===== src/design/i2cbs_pkg.sv =====
// types, constants and phase tables of the i2c bit sequencer
package i2cbs_pkg;

  localparam int unsigned TickW  = 16;
  localparam int unsigned PhaseW = 6;
  localparam int unsigned ByteW  = 8;
  localparam int unsigned InW    = 16;
  localparam int unsigned OutW   = 16;

  typedef enum logic [2:0] {
    CMD_IDLE  = 3'd0,
    CMD_START = 3'd1,
    CMD_STOP  = 3'd2,
    CMD_SEND  = 3'd3,
    CMD_WAIT  = 3'd4,
    CMD_READ  = 3'd5,
    CMD_ACK   = 3'd6,
    CMD_NACK  = 3'd7
  } cmd_t;

  typedef struct packed {
    logic scl;
    logic sda;
  } drive_t;

  // number of phases in each command
  function automatic logic [PhaseW-1:0] phase_count(input cmd_t cmd);
    logic [PhaseW-1:0] n;
    case (cmd)
      CMD_START: n = PhaseW'(4);
      CMD_STOP:  n = PhaseW'(4);
      CMD_SEND:  n = PhaseW'(33);
      CMD_WAIT:  n = PhaseW'(5);
      CMD_READ:  n = PhaseW'(24);
      CMD_ACK:   n = PhaseW'(5);
      CMD_NACK:  n = PhaseW'(3);
      default:   n = PhaseW'(0);
    endcase
    return n;
  endfunction

  // remainder by three: four is one modulo three, so the base-four digits add up
  function automatic logic [1:0] mod3(input logic [PhaseW-1:0] p);
    logic [3:0] s;
    s = {2'b00, p[1:0]} + {2'b00, p[3:2]} + {2'b00, p[5:4]};
    if (s >= 4'd6) begin
      s = s - 4'd6;
    end
    if (s >= 4'd3) begin
      s = s - 4'd3;
    end
    return s[1:0];
  endfunction

  // sda is released to the slave for these phases
  function automatic logic sda_is_input(input cmd_t cmd, input logic [PhaseW-1:0] p);
    logic r;
    case (cmd)
      CMD_READ: r = 1'b1;
      CMD_WAIT: r = (p >= PhaseW'(1)) && (p <= PhaseW'(3));
      default:  r = 1'b0;
    endcase
    return r;
  endfunction

  // drive levels after entering phase p of a command
  function automatic drive_t enter_phase(input cmd_t cmd, input logic [PhaseW-1:0] p,
                                         input logic [ByteW-1:0] sb, input drive_t cur);
    drive_t d;
    d = cur;
    case (cmd)
      CMD_START: begin
        if (p == PhaseW'(0)) d.sda = 1'b1;
        else if (p == PhaseW'(1)) d.scl = 1'b1;
        else if (p == PhaseW'(2)) d.sda = 1'b0;
        else d.scl = 1'b0;
      end
      CMD_STOP: begin
        if (p == PhaseW'(0)) d.scl = 1'b0;
        else if (p == PhaseW'(1)) d.sda = 1'b0;
        else if (p == PhaseW'(2)) d.scl = 1'b1;
        else d.sda = 1'b1;
      end
      CMD_SEND: begin
        if (p >= PhaseW'(32)) begin
          d.sda = 1'b1;
        end else if (p[1:0] == 2'd0 || p[1:0] == 2'd3) begin
          d.scl = 1'b0;
        end else if (p[1:0] == 2'd1) begin
          // msb first: bit index is seven minus the bit number
          d.sda = sb[~p[4:2]];
        end else begin
          d.scl = 1'b1;
        end
      end
      CMD_WAIT: begin
        if (p == PhaseW'(0) || p == PhaseW'(3)) d.scl = 1'b0;
        else if (p == PhaseW'(2)) d.scl = 1'b1;
        else if (p == PhaseW'(4)) d.sda = 1'b1;
      end
      CMD_READ: begin
        d.scl = (mod3(p) == 2'd1);
      end
      CMD_ACK: begin
        if (p == PhaseW'(0)) begin
          d.scl = 1'b0;
          d.sda = 1'b1;
        end else if (p == PhaseW'(1)) d.sda = 1'b0;
        else if (p == PhaseW'(2)) d.scl = 1'b1;
        else if (p == PhaseW'(3)) d.scl = 1'b0;
        else d.sda = 1'b1;
      end
      CMD_NACK: begin
        if (p == PhaseW'(0)) begin
          d.scl = 1'b0;
          d.sda = 1'b1;
        end else if (p == PhaseW'(1)) d.scl = 1'b1;
        else d.scl = 1'b0;
      end
      default: begin
        d = cur;
      end
    endcase
    return d;
  endfunction

endpackage


===== src/design/i2c_master_bit_sequencer_core.sv =====
// top level of the open-drain i2c master bit sequencer
//
// Each input beat is one bus tick: it carries a command code (taken only
// while idle), the byte for a send and the sampled sda level. Every accepted
// beat yields exactly one output beat with the scl and sda drive for that tick
// (1 means released), busy, a one-tick done pulse, the last read byte and the
// acknowledge flag. A command walks a fixed list of bus phases; each phase
// lasts cfg_data ticks (zero counts as one). Rate: one tick is accepted in
// every clock cycle unless the output stalls, and its output beat appears in
// the output register on the next cycle. The tick logic sits between the input
// handshake and that output register; the input side stalls only while a
// finished output beat waits for m_tready. The user must write phase_ticks via
// cfg_we/cfg_data only while the sequencer is idle (unchecked); resets to five.
module i2c_master_bit_sequencer_core (
  input  logic                         clk,
  input  logic                         rst,
  // s_tdata: req_type[2:0], wr_data[10:3], sda_in[11], zero fill above
  input  logic                         s_tvalid,
  output logic                         s_tready,
  input  logic [i2cbs_pkg::InW-1:0]    s_tdata,
  // m_tdata: scl_level[0], sda_level[1], busy_res[2], done_res[3],
  //          read_data[11:4], ack_received[12], zero fill above
  output logic                         m_tvalid,
  input  logic                         m_tready,
  output logic [i2cbs_pkg::OutW-1:0]   m_tdata,
  // phase_ticks register write
  input  logic                         cfg_we,
  input  logic [i2cbs_pkg::TickW-1:0]  cfg_data
);

  // sequencer state
  i2cbs_pkg::cmd_t                      cmd, cmd_next;
  logic [i2cbs_pkg::PhaseW-1:0]         phase, phase_next;
  logic [i2cbs_pkg::TickW-1:0]          tick_cnt, tick_cnt_next;
  logic [i2cbs_pkg::ByteW-1:0]          shift_byte, shift_byte_next;
  i2cbs_pkg::drive_t                    drive, drive_next;
  logic                                 ack_flag, ack_flag_next;
  logic [i2cbs_pkg::ByteW-1:0]          read_hold, read_hold_next;
  logic [i2cbs_pkg::TickW-1:0]          phase_ticks;

  // input beat fields
  logic [2:0]                           req_type;
  logic [i2cbs_pkg::ByteW-1:0]          wr_data;
  logic                                 sda_in;
  logic                                 accept;

  // values of this tick after a possible command start
  i2cbs_pkg::cmd_t                      cmd_cur;
  logic [i2cbs_pkg::PhaseW-1:0]         phase_cur;
  logic [i2cbs_pkg::TickW-1:0]          tick_cur;
  logic [i2cbs_pkg::ByteW-1:0]          sb_cur;
  i2cbs_pkg::drive_t                    drive_cur;
  logic [i2cbs_pkg::TickW-1:0]          limit;
  logic [i2cbs_pkg::TickW:0]            tick_inc;
  logic [i2cbs_pkg::PhaseW-1:0]         phase_inc;
  logic                                 done;

  // result fields for the output register
  logic                                 scl_level, sda_level;
  logic [i2cbs_pkg::OutW-1:0]           out_word;

  assign req_type = s_tdata[2:0];
  assign wr_data  = s_tdata[10:3];
  assign sda_in   = s_tdata[11];

  // output register frees up when it is empty or being drained
  assign s_tready = !m_tvalid || m_tready;
  assign accept   = s_tvalid && s_tready;

  // next state of the sequencer for one tick
  always_comb begin
    cmd_next        = cmd;
    phase_next      = phase;
    tick_cnt_next   = tick_cnt;
    shift_byte_next = shift_byte;
    drive_next      = drive;
    ack_flag_next   = ack_flag;
    read_hold_next  = read_hold;
    done            = 1'b0;

    // a command is taken only while idle; it enters phase 0 at once
    if (cmd == i2cbs_pkg::CMD_IDLE && req_type != 3'(i2cbs_pkg::CMD_IDLE)) begin
      cmd_cur   = i2cbs_pkg::cmd_t'(req_type);
      phase_cur = '0;
      tick_cur  = '0;
      sb_cur    = (i2cbs_pkg::cmd_t'(req_type) == i2cbs_pkg::CMD_SEND) ? wr_data : '0;
      drive_cur = i2cbs_pkg::enter_phase(i2cbs_pkg::cmd_t'(req_type), '0, sb_cur, drive);
    end else begin
      cmd_cur   = cmd;
      phase_cur = phase;
      tick_cur  = tick_cnt;
      sb_cur    = shift_byte;
      drive_cur = drive;
    end

    limit     = (phase_ticks == '0) ? i2cbs_pkg::TickW'(1) : phase_ticks;
    tick_inc  = {1'b0, tick_cur} + (i2cbs_pkg::TickW + 1)'(1);
    phase_inc = phase_cur + i2cbs_pkg::PhaseW'(1);

    if (accept) begin
      cmd_next        = cmd_cur;
      phase_next      = phase_cur;
      tick_cnt_next   = tick_cur;
      shift_byte_next = sb_cur;
      drive_next      = drive_cur;
      if (cmd_cur != i2cbs_pkg::CMD_IDLE) begin
        if (tick_inc >= {1'b0, limit}) begin
          // last tick of the phase: sample at the end of scl high
          if (cmd_cur == i2cbs_pkg::CMD_READ && i2cbs_pkg::mod3(phase_cur) == 2'd1) begin
            shift_byte_next = {sb_cur[i2cbs_pkg::ByteW-2:0], sda_in};
          end else if (cmd_cur == i2cbs_pkg::CMD_WAIT &&
                       phase_cur == i2cbs_pkg::PhaseW'(2)) begin
            ack_flag_next = !sda_in;
          end
          tick_cnt_next = '0;
          if (phase_inc >= i2cbs_pkg::phase_count(cmd_cur)) begin
            if (cmd_cur == i2cbs_pkg::CMD_READ) begin
              read_hold_next = shift_byte_next;
            end
            cmd_next   = i2cbs_pkg::CMD_IDLE;
            phase_next = '0;
            done       = 1'b1;
          end else begin
            phase_next = phase_inc;
            drive_next = i2cbs_pkg::enter_phase(cmd_cur, phase_inc, shift_byte_next,
                                                drive_cur);
          end
        end else begin
          tick_cnt_next = tick_inc[i2cbs_pkg::TickW-1:0];
        end
      end
    end
  end

  // result beat of this tick: the drives of the current phase
  always_comb begin
    scl_level = drive_cur.scl;
    sda_level = i2cbs_pkg::sda_is_input(cmd_cur, phase_cur) ? 1'b1 : drive_cur.sda;
    out_word  = '0;
    out_word[0]    = scl_level;
    out_word[1]    = sda_level;
    out_word[2]    = (cmd_next != i2cbs_pkg::CMD_IDLE);
    out_word[3]    = done;
    out_word[11:4] = read_hold_next;
    out_word[12]   = ack_flag_next;
  end

  // state registers
  always_ff @(posedge clk) begin
    if (rst) begin
      cmd         <= i2cbs_pkg::CMD_IDLE;
      phase       <= '0;
      tick_cnt    <= '0;
      shift_byte  <= '0;
      drive       <= '{scl: 1'b1, sda: 1'b1};
      ack_flag    <= 1'b0;
      read_hold   <= '0;
      phase_ticks <= i2cbs_pkg::TickW'(5);
    end else begin
      cmd        <= cmd_next;
      phase      <= phase_next;
      tick_cnt   <= tick_cnt_next;
      shift_byte <= shift_byte_next;
      drive      <= drive_next;
      ack_flag   <= ack_flag_next;
      read_hold  <= read_hold_next;
      if (cfg_we) begin
        phase_ticks <= cfg_data;
      end
    end
  end

  // output register
  always_ff @(posedge clk) begin
    if (rst) begin
      m_tvalid <= 1'b0;
    end else if (s_tready) begin
      m_tvalid <= s_tvalid;
    end
  end

  always_ff @(posedge clk) begin
    if (accept) begin
      m_tdata <= out_word;
    end
  end

endmodule


===== config.mk =====
export PLATFORM = sky130hd
export DESIGN_NAME = i2c_master_bit_sequencer_core
export DESIGN_NICKNAME = d
export VERILOG_FILES = /design/src/design/i2cbs_pkg.sv /design/src/design/i2c_master_bit_sequencer_core.sv
export SDC_FILE = /design/constraint.sdc
export NUM_CORES = 1
export LEC_CHECK = 0
export BUFFER_PORTS_ARGS = -buffer_cell sky130_fd_sc_hd__buf_2
export CAP_MARGIN = 0
export CORE_ASPECT_RATIO = 1.75
export CORE_MARGIN = 5
export CORE_UTILIZATION = 60
export CTS_CLUSTER_SIZE = 12
export DETAILED_ROUTE_END_ITERATION = 8
export PLACE_DENSITY = 0.84
export SKIP_CTS_REPAIR_TIMING = 1
export SYNTH_ARGS = -nofsm -noshare
export SYNTH_HDL_FRONTEND = slang
export SYNTH_SLANG_ARGS = --single-unit

===== constraint.sdc =====
create_clock -name clk -period 6.7 [get_ports clk]
set_clock_uncertainty 0.05 [all_clocks]
set_input_delay 1.34 -clock clk [delete_from_list [all_inputs] [get_ports clk]]
set_output_delay 1.34 -clock clk [all_outputs]
set_load 0.01 [all_outputs]

==> impl_metrics.toml <==
[sta]
final_max_slew_viol_count = 0
relSlewSlack_pct = 41.57
tightest_slew_ps = 873.2
clock.fmax_mhz = 165.0
min_period_ps = 6062
rsz0062_at_grt = "false"
whs_ps = 416.9
report.final.setup_viol = 0
finalHoldViolCount = 0
fin_setup_tns_ps = 0
finalCritPeriodShare_pct = 90.48

[yosys]
yosys_warnings = 0
synthMuxAreaShare_pct = 8.337
ys.flop_type = "dfxtp_1"
synth.most_common_cell = "nor2_1"
syn_area_um2 = 5072
synthAdderAreaFrac_pct = 9.176
synth_top_area_cell = "dfxtp_1"
seq_area_frac_synth_pct = 31.77
synth_xor_xnor_area_share_pct = 3.453
synthTopCellsByCount = "76 x nor2_1, 65 x nand2_1, 61 x dfxtp_1, 44 x a21oi_1, 34 x ha_1"
synth_compound_area_share_pct = 17.04
synth_area_leaders = "dfxtp_1 24%, ha_1 8.4%, edfxtp_1 7.7%"
syn_inst = 632
synth_area_per_cell_um2 = 8.026
synthSimpleGateAreaFrac_pct = 24.54
synth_top_area_share_pct = 24.07
synth_top_family_by_area = "simple AND/OR/NAND/NOR gates"
synth_cell_types = 60
async_flop_share_pct = 0
ys_ff_latch = 74
synth_edf_count = 13

[detailed_routing]
route.detailed.drc = 0
vias_per_cell = 6.288
routedWlPerCell_um = 17.98
drt_iter0_markers = 300
wl_um = 13900
dr.pass1.iters = 7
ant_nets = 0
vias = 4861

[grt]
grtUsageTotal_pct = 27.16
antenna_found_initial = 0
grt_pass1_wl_um = 22710
grt_overflow = 0
grt_max_degree = 49
grt_pass1_vias = 4859

[hold_path]
min_path_type = "register to register"

[pwr]
irDropWorstVdd_mv = 0.2383
pwr-share-seq_pct = 42.1
clkPwrFrac_pct = 41.7
pwr-share-comb_pct = 16.2
p_leak_uw = 0.002484
switching_power_uw = 328.7
p_total_uw = 1153
p_int_uw = 824.4
sw_frac_of_total_pct = 28.51
power.density_nw_per_um2 = 200.8

[cts]
clkTransAtPathRegs_ps = 60
clk-insertion-delay-late_ps = 340
clk_path_buf_depth = 2
htree_levels = 3
clock_sinks = 74
cts-root-buf = "clkbuf_16"
cts_buffers = 9
cts_tree = "yes"

[placed_design]
hpwl_um = 10410
place_area_um2 = 5449
placed_cells = 757
place.gp.congestion = 0.9336
io_buffers = 47

[setup_path]
cpPeakStageDelay_ps = 500
path_common_cell = "ha_1"
cp.required_ps = 6860
path_max_fanout = 11
cp_data_arrival_time_ps = 6220
endpoint_kind = "register"
crit_slowest_cell = "or3_1"
start_kind = "primary input"
criticalPathCategory = "primary input to register"

[run]
cap_viol_max_count = 0

[die]
rows = 44
initial_core_util_pct = 61.42
die-height_um = 131.6
dieArea_um2 = 10470
core_region_area_um2 = 8258
boundaryPins = 55
fp.dieW_um = 79.51

[final_layout]
layout-drive-gt1-share_pct = 16.89
final_area_um2 = 5743
fin_nets = 749
diodes = 0
fin_cells = 773
area_delta_synth_final_pct = 13.22

[run_status]
status = "completed"
layout make-up:
class                   instances  area [µm²]
multi-input cells             488        3187
well taps                      92       115.1
repair buffers                 71       415.4
clock inverters                 7       68.82
flip-flops and latches         74        1612
fillers                       671        2515
inverters                      32       120.1
clock buffers                   9       225.2
cell families (layout without fill, tap and decap cells):
family	Yosys count	count (layout)
xor gates and xnor gates	20	20
and+or+nand+nor	256	256
buffers and inverters	72	119
muxes	40	40
other	1	3
DFF	74	74
adders and majority gates	36	36
AOI/OAI and AO/OA	133	133
cell usage in the layout, fill, tap and decap left out, types with 22 or more instances in the layout:
cell and n:
buf_4 24, mux2i_1 22, nand2_1 65, dfxtp_1 61
buf_2 47, inv_1 32, nand3_1 33, a21oi_1 44
ha_1 34, nor2_1 75, o21ai_0 26
registers in the layout, summed over array words and instances, names as in the netlist:
signal       count
ack_flag         1
m_tdata         13
shift_byte       8
m_tvalid         1
phase_ticks     16
tick_cnt        16
drive            2
phase            6
cmd              3
read_hold        8
layer usage:
| layer | up-vias | track usage [%] | wire [µm] |
|---|---|---|---|
| met1 | 2231 | 27.50 | 5014 |
| met4 | 0 | 18.83 | 967 |
| met5 | - | 0 | 0 |
| met2 | 224 | 47.58 | 7155 |
| met3 | 76 | 6.233 | 762 |
| li1 | 2330 | - | - |
per-stage QoR:
step                worst slack [ps]  util, %
floorplan                      488.2        -
global placement               450.2    65.98
detailed placement             369.8    65.98
CTS                            708.1    69.55
global route                   280.2    69.55
finish                         637.9    69.55
final timing paths:
path                                      end  slack [ps]  cells after the start           from
worst max-delay path                 drive[1]         640                     25     s_tdata[0]
worst min-delay path            shift_byte[0]         420                      2  shift_byte[0]
worst max register to register       drive[1]        1360                     18         cmd[2]
worst min register to register  shift_byte[0]         420                      2  shift_byte[0]
power by group through the flow:
| stage | combinational, µW | sequential [µW] | clock, µW |
|---|---|---|---|
| final | 186 | 486 | 481 |
| after global routing | 203 | 488 | 504 |
| after CTS | 183 | 485 | 484 |
| after detailed placement | 183 | 495 | 0 |
| after global placement | 177 | 494 | 0 |
| after floorplan | 123 | 490 | 0 |
worst max-delay path, delay by kind of cell:
kind / cells / cell delay [ps]
XOR/XNOR: 1 / 200
buffers and inverters: 2 / 350
AO/OA/AOI/OAI: 5 / 800
adder cells (fa/ha/maj): 5 / 1190
AND/OR/NAND/NOR: 11 / 2090
multiplexers: 1 / 270
Note: power is estimated with default switching activity, not from simulation.
